<file path="src/rtl/core/ist_pkg.sv">
`timescale 1ns / 1ps
`default_nettype none
// ----------------------------------------------------------------------------
// ist_pkg: shared types and constants for the ID set table
// Request and result layouts, opcodes, sequencer states, default sizes.
// ----------------------------------------------------------------------------
package ist_pkg;

  localparam int DEPTH_DEF    = 16;
  localparam int ID_WIDTH_DEF = 16;
  localparam int ID_IN_W      = 16;
  localparam int INDEX_W      = 4;
  localparam int COUNT_W      = 5;

  typedef enum logic [1:0] {
    OP_ADD      = 2'd0,
    OP_REMOVE   = 2'd1,
    OP_CONTAINS = 2'd2,
    OP_READ     = 2'd3
  } opcode_t;

  typedef enum logic [2:0] {
    ST_IDLE,
    ST_SCAN,
    ST_SHIFT,
    ST_RDWAIT,
    ST_DONE
  } state_t;

  typedef struct packed {
    opcode_t              opcode;
    logic [ID_IN_W-1:0]   id_value;
    logic [INDEX_W-1:0]   index;
  } in_item_t;

  typedef struct packed {
    logic                 status;
    logic                 found;
    logic [ID_IN_W-1:0]   id_out;
    logic [COUNT_W-1:0]   count;
    logic                 empty_res;
  } out_item_t;

endpackage

`default_nettype wire

</file>
<file path="src/rtl/core/ist_ram.sv">
`timescale 1ns / 1ps
`default_nettype none
// ----------------------------------------------------------------------------
// ist_ram: generic simple dual-port RAM
// One write port, one read port, read data registered.
// ----------------------------------------------------------------------------
module ist_ram #(
  parameter int WIDTH = 16,
  parameter int DEPTH = 16,
  parameter int AW    = (DEPTH > 1) ? $clog2(DEPTH) : 1
) (
  input  wire logic             clk,
  input  wire logic             wr_en,
  input  wire logic [AW-1:0]    wr_addr,
  input  wire logic [WIDTH-1:0] wr_data,
  input  wire logic             rd_en,
  input  wire logic [AW-1:0]    rd_addr,
  output logic      [WIDTH-1:0] rd_data
);

  logic [WIDTH-1:0] mem [DEPTH];

  always_ff @(posedge clk) begin
    if (wr_en) begin
      mem[wr_addr] <= wr_data;
    end
    if (rd_en) begin
      rd_data <= mem[rd_addr];
    end
  end

endmodule

`default_nettype wire

</file>
<file path="src/rtl/core/ist_seq.sv">
`timescale 1ns / 1ps
`default_nettype none
// ----------------------------------------------------------------------------
// ist_seq: request sequencer for the ID set table
// Scans the entry RAM, appends, closes gaps on remove, reads by index, keeps the count.
// ----------------------------------------------------------------------------
module ist_seq #(
  parameter int DEPTH    = ist_pkg::DEPTH_DEF,
  parameter int ID_WIDTH = ist_pkg::ID_WIDTH_DEF,
  parameter int AW       = (DEPTH > 1) ? $clog2(DEPTH) : 1
) (
  input  wire logic                 clk,
  input  wire logic                 rst_n,
  // request side
  input  wire logic                 req_valid,
  input  wire ist_pkg::in_item_t    req_item,
  output logic                      idle,
  // result side
  output logic                      res_valid,
  input  wire logic                 res_ack,
  output ist_pkg::out_item_t        res_item,
  // entry RAM
  output logic                      wr_en,
  output logic [AW-1:0]             wr_addr,
  output logic [ID_WIDTH-1:0]       wr_data,
  output logic                      rd_en,
  output logic [AW-1:0]             rd_addr,
  input  wire logic [ID_WIDTH-1:0]  rd_data
);

  import ist_pkg::*;

  localparam int CW = $clog2(DEPTH + 1);

  state_t                state_r, state_nxt;
  opcode_t               op_r, op_nxt;
  logic [ID_WIDTH-1:0]   id_r, id_nxt;
  logic [CW-1:0]         count_r, count_nxt;
  logic [CW-1:0]         iss_r, iss_nxt;     // next entry to read
  logic                  rv_r, rv_nxt;       // read data due this cycle
  logic [CW-1:0]         rptr_r, rptr_nxt;   // entry that data belongs to
  logic                  status_r, status_nxt;
  logic                  found_r, found_nxt;
  logic [ID_IN_W-1:0]    idout_r, idout_nxt;

  logic [63:0]           id_in_wide;
  logic [ID_WIDTH-1:0]   id_in;
  logic [31:0]           idx_wide;
  logic [63:0]           rd_wide;
  logic [31:0]           count_wide;
  logic [CW-1:0]         wr_ptr;
  logic                  hit;
  logic                  scan_end;

  assign id_in_wide = 64'(req_item.id_value);
  assign id_in      = id_in_wide[ID_WIDTH-1:0];
  assign idx_wide   = 32'(req_item.index);
  assign rd_wide    = 64'(rd_data);
  assign count_wide = 32'(count_r);
  assign wr_ptr     = rptr_r - CW'(1);
  assign hit        = rv_r && (rd_data == id_r);
  assign scan_end   = (iss_r == count_r) && !rv_r;

  always_ff @(posedge clk) begin
    if (!rst_n) begin
      state_r <= ST_IDLE;
      count_r <= '0;
      rv_r    <= 1'b0;
    end else begin
      state_r <= state_nxt;
      count_r <= count_nxt;
      rv_r    <= rv_nxt;
    end
  end

  always_ff @(posedge clk) begin
    op_r     <= op_nxt;
    id_r     <= id_nxt;
    iss_r    <= iss_nxt;
    rptr_r   <= rptr_nxt;
    status_r <= status_nxt;
    found_r  <= found_nxt;
    idout_r  <= idout_nxt;
  end

  always_comb begin
    state_nxt  = state_r;
    op_nxt     = op_r;
    id_nxt     = id_r;
    count_nxt  = count_r;
    iss_nxt    = iss_r;
    rv_nxt     = rv_r;
    rptr_nxt   = rptr_r;
    status_nxt = status_r;
    found_nxt  = found_r;
    idout_nxt  = idout_r;
    rd_en      = 1'b0;
    rd_addr    = iss_r[AW-1:0];
    wr_en      = 1'b0;
    wr_addr    = count_r[AW-1:0];
    wr_data    = id_r;

    case (state_r)
      ST_IDLE: begin
        rv_nxt = 1'b0;
        if (req_valid) begin
          op_nxt     = req_item.opcode;
          id_nxt     = id_in;
          iss_nxt    = '0;
          status_nxt = 1'b0;
          found_nxt  = 1'b0;
          idout_nxt  = '0;
          if (req_item.opcode == OP_READ) begin
            if (idx_wide < count_wide) begin
              rd_en     = 1'b1;
              rd_addr   = idx_wide[AW-1:0];
              state_nxt = ST_RDWAIT;
            end else begin
              state_nxt = ST_DONE;
            end
          end else begin
            state_nxt = ST_SCAN;
          end
        end
      end

      ST_SCAN: begin
        if (hit) begin
          case (op_r)
            OP_REMOVE: begin
              iss_nxt   = rptr_r + CW'(1);
              rv_nxt    = 1'b0;
              state_nxt = ST_SHIFT;
            end
            OP_CONTAINS: begin
              found_nxt = 1'b1;
              state_nxt = ST_DONE;
            end
            default: begin
              // duplicate add
              status_nxt = 1'b1;
              state_nxt  = ST_DONE;
            end
          endcase
        end else if (scan_end) begin
          state_nxt = ST_DONE;
          case (op_r)
            OP_ADD: begin
              if ((id_r == '0) || (count_wide == 32'(DEPTH))) begin
                status_nxt = 1'b1;
              end else begin
                wr_en     = 1'b1;
                count_nxt = count_r + CW'(1);
              end
            end
            OP_REMOVE: begin
              status_nxt = 1'b1;
            end
            default: begin
            end
          endcase
        end else if (iss_r != count_r) begin
          rd_en    = 1'b1;
          iss_nxt  = iss_r + CW'(1);
          rptr_nxt = iss_r;
          rv_nxt   = 1'b1;
        end else begin
          rv_nxt = 1'b0;
        end
      end

      ST_SHIFT: begin
        // each entry moves down one place, one read and one write a cycle
        if (rv_r) begin
          wr_en   = 1'b1;
          wr_addr = wr_ptr[AW-1:0];
          wr_data = rd_data;
        end
        if (iss_r != count_r) begin
          rd_en    = 1'b1;
          iss_nxt  = iss_r + CW'(1);
          rptr_nxt = iss_r;
          rv_nxt   = 1'b1;
        end else begin
          rv_nxt = 1'b0;
        end
        if (scan_end) begin
          count_nxt = count_r - CW'(1);
          state_nxt = ST_DONE;
        end
      end

      ST_RDWAIT: begin
        idout_nxt = rd_wide[ID_IN_W-1:0];
        state_nxt = ST_DONE;
      end

      ST_DONE: begin
        if (res_ack) begin
          state_nxt = ST_IDLE;
        end
      end

      default: begin
        state_nxt = ST_IDLE;
      end
    endcase
  end

  assign idle               = (state_r == ST_IDLE);
  assign res_valid          = (state_r == ST_DONE);
  assign res_item.status    = status_r;
  assign res_item.found     = found_r;
  assign res_item.id_out    = idout_r;
  assign res_item.count     = count_wide[COUNT_W-1:0];
  assign res_item.empty_res = (count_r == '0);

endmodule

`default_nettype wire

</file>
<file path="src/rtl/core/id_set_table.sv">
`timescale 1ns / 1ps
`default_nettype none
// ----------------------------------------------------------------------------
// id_set_table: ordered set of nonzero IDs with membership and count
// Add, remove, contains and indexed read over an entry RAM, one result each.
// ----------------------------------------------------------------------------
//
//  Channel   Direction  Handshake            Payload
//  in_       in         in_valid / in_stall  in_item  (opcode, id_value, index)
//  out_      out        out_valid/ out_stall out_item (status, found, id_out,
//                                                      count, empty_res)
//
// One request at a time. Read issues the RAM read on transfer and takes the
// data in ST_RDWAIT. Add and contains scan the entry RAM one entry a cycle;
// a contains hit ends the scan early.
// Remove scans to the match, then moves each later entry down one place a
// cycle through the same RAM ports.
// Reset clears the count, not the entries; entries at or above the count are never read.
// The result register frees the sequencer, so the next request is taken
// while a result is still stalled at the output.
//
module id_set_table #(
  parameter int DEPTH    = ist_pkg::DEPTH_DEF,
  parameter int ID_WIDTH = ist_pkg::ID_WIDTH_DEF
) (
  input  wire logic                clk,
  input  wire logic                rst_n,
  input  wire logic                in_valid,
  output logic                     in_stall,
  input  wire ist_pkg::in_item_t   in_item,
  output logic                     out_valid,
  input  wire logic                out_stall,
  output ist_pkg::out_item_t       out_item
);

  import ist_pkg::*;

  localparam int AW = (DEPTH > 1) ? $clog2(DEPTH) : 1;

  // sequencer <-> RAM
  logic                wr_en;
  logic [AW-1:0]       wr_addr;
  logic [ID_WIDTH-1:0] wr_data;
  logic                rd_en;
  logic [AW-1:0]       rd_addr;
  logic [ID_WIDTH-1:0] rd_data;

  // sequencer <-> output register
  logic       seq_idle;
  logic       res_valid;
  logic       res_ack;
  out_item_t  res_item;

  logic       out_valid_r, out_valid_nxt;
  out_item_t  out_item_r;

  ist_ram #(
    .WIDTH (ID_WIDTH),
    .DEPTH (DEPTH),
    .AW    (AW)
  ) u_ram (
    .clk     (clk),
    .wr_en   (wr_en),
    .wr_addr (wr_addr),
    .wr_data (wr_data),
    .rd_en   (rd_en),
    .rd_addr (rd_addr),
    .rd_data (rd_data)
  );

  ist_seq #(
    .DEPTH    (DEPTH),
    .ID_WIDTH (ID_WIDTH),
    .AW       (AW)
  ) u_seq (
    .clk       (clk),
    .rst_n     (rst_n),
    .req_valid (in_valid),
    .req_item  (in_item),
    .idle      (seq_idle),
    .res_valid (res_valid),
    .res_ack   (res_ack),
    .res_item  (res_item),
    .wr_en     (wr_en),
    .wr_addr   (wr_addr),
    .wr_data   (wr_data),
    .rd_en     (rd_en),
    .rd_addr   (rd_addr),
    .rd_data   (rd_data)
  );

  // Input side: a transfer only lands on an idle sequencer.
  assign in_stall = !seq_idle;

  // Result moves into the output register once that register is free or
  // being emptied this cycle.
  assign res_ack = res_valid && (!out_valid_r || !out_stall);

  always_comb begin
    out_valid_nxt = out_valid_r;
    if (res_ack) begin
      out_valid_nxt = 1'b1;
    end else if (!out_stall) begin
      out_valid_nxt = 1'b0;
    end
  end

  always_ff @(posedge clk) begin
    if (!rst_n) begin
      out_valid_r <= 1'b0;
    end else begin
      out_valid_r <= out_valid_nxt;
    end
  end

  always_ff @(posedge clk) begin
    if (res_ack) begin
      out_item_r <= res_item;
    end
  end

  assign out_valid = out_valid_r;
  assign out_item  = out_item_r;

  // --------------------------------------------------------------------------
  // Assertions
  // --------------------------------------------------------------------------

  // A taken request always leaves the sequencer busy in the cycle after the transfer.
  a_busy_after_transfer : assert property (
    @(posedge clk) disable iff (!rst_n)
    (in_valid && !in_stall) |=> in_stall
  ) else $error("request transfer did not occupy the sequencer");

  // Empty flag tracks the reported count.
  a_empty_matches_count : assert property (
    @(posedge clk) disable iff (!rst_n)
    out_valid |-> (out_item.empty_res == (out_item.count == '0))
  ) else $error("empty flag disagrees with count");

  // A membership hit is never an error and never carries read data.
  a_found_clean : assert property (
    @(posedge clk) disable iff (!rst_n)
    (out_valid && out_item.found) |-> (!out_item.status && (out_item.id_out == '0))
  ) else $error("found result carries error or read data");

endmodule

`default_nettype wire
</file>
<file path="config.mk">
export PLATFORM = sky130hd
export DESIGN_NAME = id_set_table
export DESIGN_NICKNAME = d
export VERILOG_FILES = /design/src/rtl/core/ist_pkg.sv /design/src/rtl/core/ist_ram.sv /design/src/rtl/core/ist_seq.sv /design/src/rtl/core/id_set_table.sv
export SDC_FILE = /design/constraint.sdc
export NUM_CORES = 1
export LEC_CHECK = 0
export ABC_AREA = 1
export BUFFER_PORTS_ARGS = -buffer_cell sky130_fd_sc_hd__buf_2
export CORE_MARGIN = 3
export CORE_UTILIZATION = 62
export DETAILED_ROUTE_END_ITERATION = 6
export PLACE_DENSITY = 0.78
export SYNTH_ARGS = -nofsm -noshare
export SYNTH_HDL_FRONTEND = slang
export SYNTH_SLANG_ARGS = --single-unit
</file>
<file path="constraint.sdc">
create_clock -name clk -period 3.7 [get_ports clk]
set_clock_uncertainty 0.15 [all_clocks]
set_input_delay 0.555 -clock clk [delete_from_list [all_inputs] [get_ports clk]]
set_output_delay 0.555 -clock clk [all_outputs]
set_load 0.05 [all_outputs]
</file>
==> results.yml, run 1 <==
pwr:
  intPower_mw: 6.94
  seq_power_share_pct: 48.2
  p_sw_share_pct: 29.3
  power.switching_mw: 2.87
  vdd_drop_max_v: 0.000446
  power.share.clock_pct: 32.8
  power.total_mw: 9.81
  pwr-share-comb_pct: 19.0
  pwr_density_cell_mw_per_mm2: 553
  p_leak_nw: 7.39
floorplan:
  initial_core_util_pct: 64.1
  row_count: 57
  pin_count: 52
  core_region_area_mm2: 0.0247
  die_h_um: 166
  die_width_um: 166
  die_area_mm2: 0.0275
yosys:
  synth.net_count: 1535
  yosysTopAreaCell: "edfxtp_1"
  synth_seq_cells: 352
  yosysSeqAreaShare_pct: 66.0
  synth_area_leaders: "edfxtp_1 (65%), nand3_1 (8.6%), inv_1 (6.7%)"
  syn-cell-area_mm2: 0.0159
  syn_area_per_cell_um2: 10.6
  synth_top_area_share_pct: 64.7
  syn_inst: 1496
  ys.warnings.count: 0
  synth.distinct_cells: 37
place:
  globalplace.congestion: 0.882
  portBuffers: 51
  placed_area_mm2: 0.0167
  hpwl_um: 22700
run_status:
  status: "complete, no violations"
cells_and_area:
  antennaDiodeCount: 0
  stdcell_area_mm2: 0.0177
  nNetsFinal: 1617
  finalCoreUtilization_pct: 71.6
  drive_above_1_share_pct: 11.0
  mostFrequentLayoutCell: "edfxtp_1"
  n_fill_cell: 1651
  final_cell_mix: "edfxtp_1 (342), inv_1 (283), nand2_1 (275)"
  areaGrowthSynthToFinish_pct: 11.7
critical_path:
  path_class: "reg2reg"
  crit_path_start_kind: "flip-flop"
  arrival_ns: 3.42
  critPathCaptureType: "flip-flop"
  cp.required_ns: 3.81
  cp_max_fo: 46
timing:
  period_share_pct: 89.5
  setup_viol: 0
  maxSlewViolCount: 0
  rsz0062_at_grt: "no"
  max_freq_mhz: 302
  slew_headroom_pct: 23.5
  setup_tns_ns: 0
  hold_viol_final: 0
  final.min_clock_period_ns: 3.31
  worstMarginPinSlew_ns: 1.15
cts:
  cts_max_level: 2
  root_buffer: "clkbuf_16"
  cts_buffers: 36
  cts_resized: 0
  clkTransAtPathRegs_ns: 0.06
  tritoncts: "built"
  clk_path_buf_depth: 3
  postCtsHoldBufs: 0
  clk_latency_ns: 0.53
  cts.sinks: 352
  postCtsSetupRepairBufs: 0
route:
  drtIter0Drc: 1549
  detail-route-antenna-nets: 0
  drt-met1-wl_um: 14700
  vias: 11300
  drc: 0
  via_per_inst: 5.86
  drtPass1Iterations: 7
  top_layer: "met4"
  routedWlPerCell_um: 20.5
  met2WireLength_um: 18600
  wl_met3_um: 4350
  wirelength_um: 39400
global_routing:
  grt_max_degree: 65
  grt_overflow: 0
  grt_usage_pct: 28.1
  antenna_found_initial: 0
  grt_pass1_wl_um: 60600
  grt_pass1_vias: 11200
flow_run:
  max_cap_violations: 0
min_path:
  hp-class: "in2reg"
==> power by group through the flow <==
stage | Combinational (mW) | Sequential (mW) | Clock, mW
after detailed placement | 1.81 | 4.80 | 0
final | 1.86 | 4.73 | 3.22
after global routing | 2.02 | 4.73 | 3.41
after CTS | 1.83 | 4.72 | 3.25
after global placement | 1.76 | 4.80 | 0
after floorplan | 1.27 | 4.77 | 0
==> path summary, 6_finish.rpt <==
path / from / end / slack [ns] / cells past startpoint
setup reg to reg: u_seq.count_r[3] / u_ram.rd_data[14] / 0.39 / 15
hold / removal: in_item[9] / u_seq.id_r[5] / 0.06 / 1
hold reg to reg: u_seq.idout_r[5] / out_item[11] / 0.27 / 0
setup / recovery: u_seq.count_r[3] / u_ram.rd_data[14] / 0.39 / 15
==> registers in the layout (all words and copies together) (netlist names) <==
signal,count
u_ram.mem,256
out_item,24
u_ram.rd_data,16
u_seq.id_r,16
u_seq.idout_r,16
u_seq.count_r,5
u_seq.iss_r,5
u_seq.rptr_r,5
u_seq.state_r,3
u_seq.op_r,2
out_valid,1
u_seq.found_r,1
u_seq.rv_r,1
u_seq.status_r,1
==> metrics by stage <==
step	instances	setup WS, ns	hold WS (ns)
global route	1927	0.185	0.0555
finish	1927	0.389	0.0645
floorplan	1496	0.501	0.250
CTS	1927	0.432	0.0538
detailed placement	1864	0.404	0.255
global placement	1864	0.484	0.251
==> kinds of logic (layout without fill, tap and decap cells) <==
kind of cell / after synthesis / count (layout) / share of synthesized area (%)
compound gates: 61 / 61 / 2.22
simple gates: 701 / 701 / 20.6
buf+inv: 347 / 454 / 8.93
flops: 352 / 352 / 66.0
fa+ha+maj: 13 / 13 / 1.07
xor+xnor: 22 / 22 / 1.21
==> worst max-delay path: stages, from the launching register on <==
cell      delay [ns]
dfxtp_1         0.47
inv_1           0.13
ha_1            0.29
inv_1           0.07
nor2_2          0.04
nand2_1         0.08
nand2_1         0.09
nor2_4          0.18
nand3_2         0.22
nand2_1         0.17
buf_4           0.51
nand3b_1        0.19
nand3_1         0.13
nand3_1         0.10
nand3_1         0.11
nand2_1         0.09
==> metal layers <==
layer / track usage (%) / vias up
met3: 5.64 / 137
met2: 45.7 / 719
met1: 36.8 / 5290
li1: - / 5142
met4: 13.1 / 0
met5: 0 / -
==> layout make-up <==
type / instances / area [um2] / share of cell area [%]
clock inverters: 23 / 114 / 0.642
clock buffers: 40 / 916 / 5.17
multi-input cells: 797 / 4020 / 22.7
repair buffers: 105 / 723 / 4.08
flip-flops and latches: 352 / 10500 / 59.1
well taps: 324 / 405 / 2.29
inverters: 286 / 1070 / 6.06
==> cell usage after synthesis, drive strengths merged <==
cell type,count
edfxtp,342
inv,285
nand2,279
nand3,275
nor2,70
nand3b,48
buf,43
o21ai,37
clkbuf,18
a21oi,17
nand4,14
ha,12
nor3,12
xor2,12
dfxtp,10
xnor2,10
o22ai,3
a32oi,1
clkinv,1
fa,1
nor3b,1
nor4,1
o211ai,1
o31ai,1
o32ai,1
or2,1
No activity file was read; power rests on OpenSTA's default activity.
==> run 2: changes to the inputs <==
--- a/config.mk
+++ b/config.mk
@@ -13,4 +13,5 @@
 export PLACE_DENSITY = 0.78
 export SYNTH_ARGS = -nofsm -noshare
 export SYNTH_HDL_FRONTEND = slang
+export SYNTH_HIERARCHICAL = 1
 export SYNTH_SLANG_ARGS = --single-unit
==> run 2 against run 1 <==
Sequential power grew 2%. Sequential cell count stayed put. Via count down 0.68%. Non-clock buffer count is 3 higher. Global-route usage shrank 0.91 points. Maximum frequency is 2.5% lower. Synthesized cell count up 4.3%. Critical endpoint is now u_ram/rd_data[7].
==> results.yml, run 2 <==
cts:
  cts.sinks: 352
  tritoncts: "built"
  postCtsHoldBufs: 0
  clkTransAtPathRegs_ns: 0.06
  root_buffer: "clkbuf_16"
  cts_buffers: 36
  postCtsSetupRepairBufs: 0
  clk_path_buf_depth: 3
  cts_max_level: 2
  cts_resized: 0
  clk_latency_ns: 0.51
critical_path:
  critPathCaptureType: "flip-flop"
  critPathMaxStageDelay_ns: 0.49
  arrival_ns: 3.61
  path_class: "reg2reg"
  ff2ff_setup_slack_ns: 0.31
  cp.required_ns: 3.92
  crit_path_top_delay_cell: "buf_4"
  cp_max_fo: 43
  crit_path_start_kind: "flip-flop"
  worstPathCellList: "inv_1 -> ha_1 -> nand2_1 -> inv_1 -> o21ai_0 -> o221ai_1 -> nor3_2 -> nand2_2 -> nand2_1 -> o21a_2 -> buf_4 -> nand3_1 -> nand3_1 -> nand3_1 -> nand2_1"
place:
  placed_area_mm2: 0.0167
  hpwl_um: 23800
  globalplace.congestion: 1.02
  portBuffers: 51
timing:
  max_freq_mhz: 295
  setup_tns_ns: 0
  worstMarginPinSlew_ns: 1.30
  maxSlewViolCount: 0
  hold_viol_final: 0
  rsz0062_at_grt: "no"
  final.min_clock_period_ns: 3.39
  period_share_pct: 91.7
  slew_headroom_pct: 12.6
  setup_viol: 0
cells_and_area:
  final_cell_mix: "nand2_1 (459), edfxtp_1 (342), inv_1 (264)"
  antennaDiodeCount: 0
  largest_reg_flops: 256
  multi_input_area_mm2: 0.00403
  nNetsFinal: 1687
  regArea_mm2: 0.0105
  mostFrequentLayoutCell: "nand2_1"
  n_fill_cell: 1619
  areaGrowthSynthToFinish_pct: 12.6
  finalCoreUtilization_pct: 72.2
  stdcell_area_mm2: 0.0179
  top_register: "u_ram/mem"
  drive_above_1_share_pct: 11.6
yosys:
  synth_seq_cells: 352
  synth.most_common_cell: "nand2_1"
  synth.net_count: 1600
  yosysSeqAreaShare_pct: 66.0
  synth_area_leaders: "edfxtp_1 (65%), nand2_1 (11%), nand3_1 (6.9%)"
  ys.warnings.count: 6
  synth.distinct_cells: 41
  syn-cell-area_mm2: 0.0159
  yosysTopAreaCell: "edfxtp_1"
  synthFlopType: "edfxtp_1"
  synth_edf_count: 342
  async_flop_share_pct: 0
  syn_area_per_cell_um2: 10.2
  syn_inst: 1561
  synth_top_area_share_pct: 64.7
  synth_commonest_cells: "nand2_1 (459), edfxtp_1 (342), inv_1 (264)"
route:
  via_per_inst: 5.62
  drc: 0
  drtPass1Iterations: 6
  vias: 11200
  wirelength_um: 37600
  drtIter0Drc: 1461
  detail-route-antenna-nets: 0
  routedWlPerCell_um: 18.8
floorplan:
  row_count: 57
  die_h_um: 166
  initial_core_util_pct: 64.1
  pin_count: 52
  die_area_mm2: 0.0275
  die_width_um: 166
  core_region_area_mm2: 0.0247
flow_run:
  max_cap_violations: 0
global_routing:
  grt_pass1_wl_um: 59100
  grt_pass1_vias: 10900
  antenna_found_initial: 0
  grt_max_degree: 66
  grt_usage_pct: 27.2
  grt_overflow: 0
pwr:
  pwr_density_cell_mw_per_mm2: 610
  vdd_drop_max_v: 0.000487
  p_leak_nw: 7.70
  power.total_mw: 10.9
run_status:
  status: "complete, no violations"
min_path:
  hp-class: "in2reg"
-- run 2: cell count changes in the layout (fill, tap and decap cells not counted), sizes merged, moves of 6 or more --
cell    previous run  this run
nand2            279       470
nand3            275       221
nand3b            48         4
inv              286       272
clkinv            22         9
clkbuf            40        49
nor3              12         3
nand4             14         7
nor2              70        76
-- run 2: per-stage QoR --
| stage | hold slack (ns) | setup slack (ns) | instances |
|---|---|---|---|
| after floorplan | 0.250 | 0.898 | 1561 |
| after global placement | 0.252 | 0.370 | 1934 |
| after detailed placement | 0.255 | 0.279 | 1934 |
| after CTS | 0.0623 | 0.291 | 1995 |
| after global routing | 0.0564 | 0.0478 | 1995 |
| final | 0.0717 | 0.306 | 1995 |
-- run 2: worst paths after layout --
path	start	to	depth (start not counted)
worst max-delay path	u_seq/count_r[2]	u_ram/rd_data[7]	15
worst min-delay path	in_item[8]	u_seq/id_r[4]	1
worst max register to register	u_seq/count_r[2]	u_ram/rd_data[7]	15
worst min register to register	u_seq/idout_r[9]	out_item[15]	0
-- run 2: area by class of cell --
type | count | area share [%]
inverter | 275 | 5.80
multi-input combinational | 875 | 22.6
tap | 324 | 2.27
clock inverter | 12 | 1.02
sequential | 352 | 58.6
timing repair buffer | 108 | 4.24
clock buffer | 49 | 5.49
-- run 2: where the power goes --
| part | internal (mW) | total [mW] | switching (mW) |
|---|---|---|---|
| Clock | 2.20 | 3.60 | 1.40 |
| Sequential | 4.68 | 4.83 | 0.152 |
| Combinational | 0.733 | 2.47 | 1.74 |
| Total | 7.61 | 10.9 | 3.29 |
-- run 2: logic make-up after synthesis --
group / count (synthesis) / share of synthesized area, %
AOI/OAI and AO/OA: 63 / 2.23
xor gates and xnor gates: 13 / 0.718
and+or+nand+nor: 786 / 21.2
DFF: 352 / 66.0
buffers and inverters: 334 / 8.73
adders and majority gates: 13 / 1.07
-- run 2: layer usage --
metal,vias to the layer above,track usage [%],share of wire [%]
li1,5232,-,-
met2,636,43.7,47
met1,5238,38.0,39
met5,-,0,0
met4,0,10.2,3.3
met3,105,4.36,10
-- run 2: critical path, delay by kind of cell (launching register included) --
kind | cells | cell delay (ns)
AO/OA/AOI/OAI | 3 | 0.50
adder cells (fa/ha/maj) | 1 | 0.33
flip-flops | 1 | 0.43
buffers and inverters | 3 | 0.67
AND/OR/NAND/NOR | 8 | 1.12
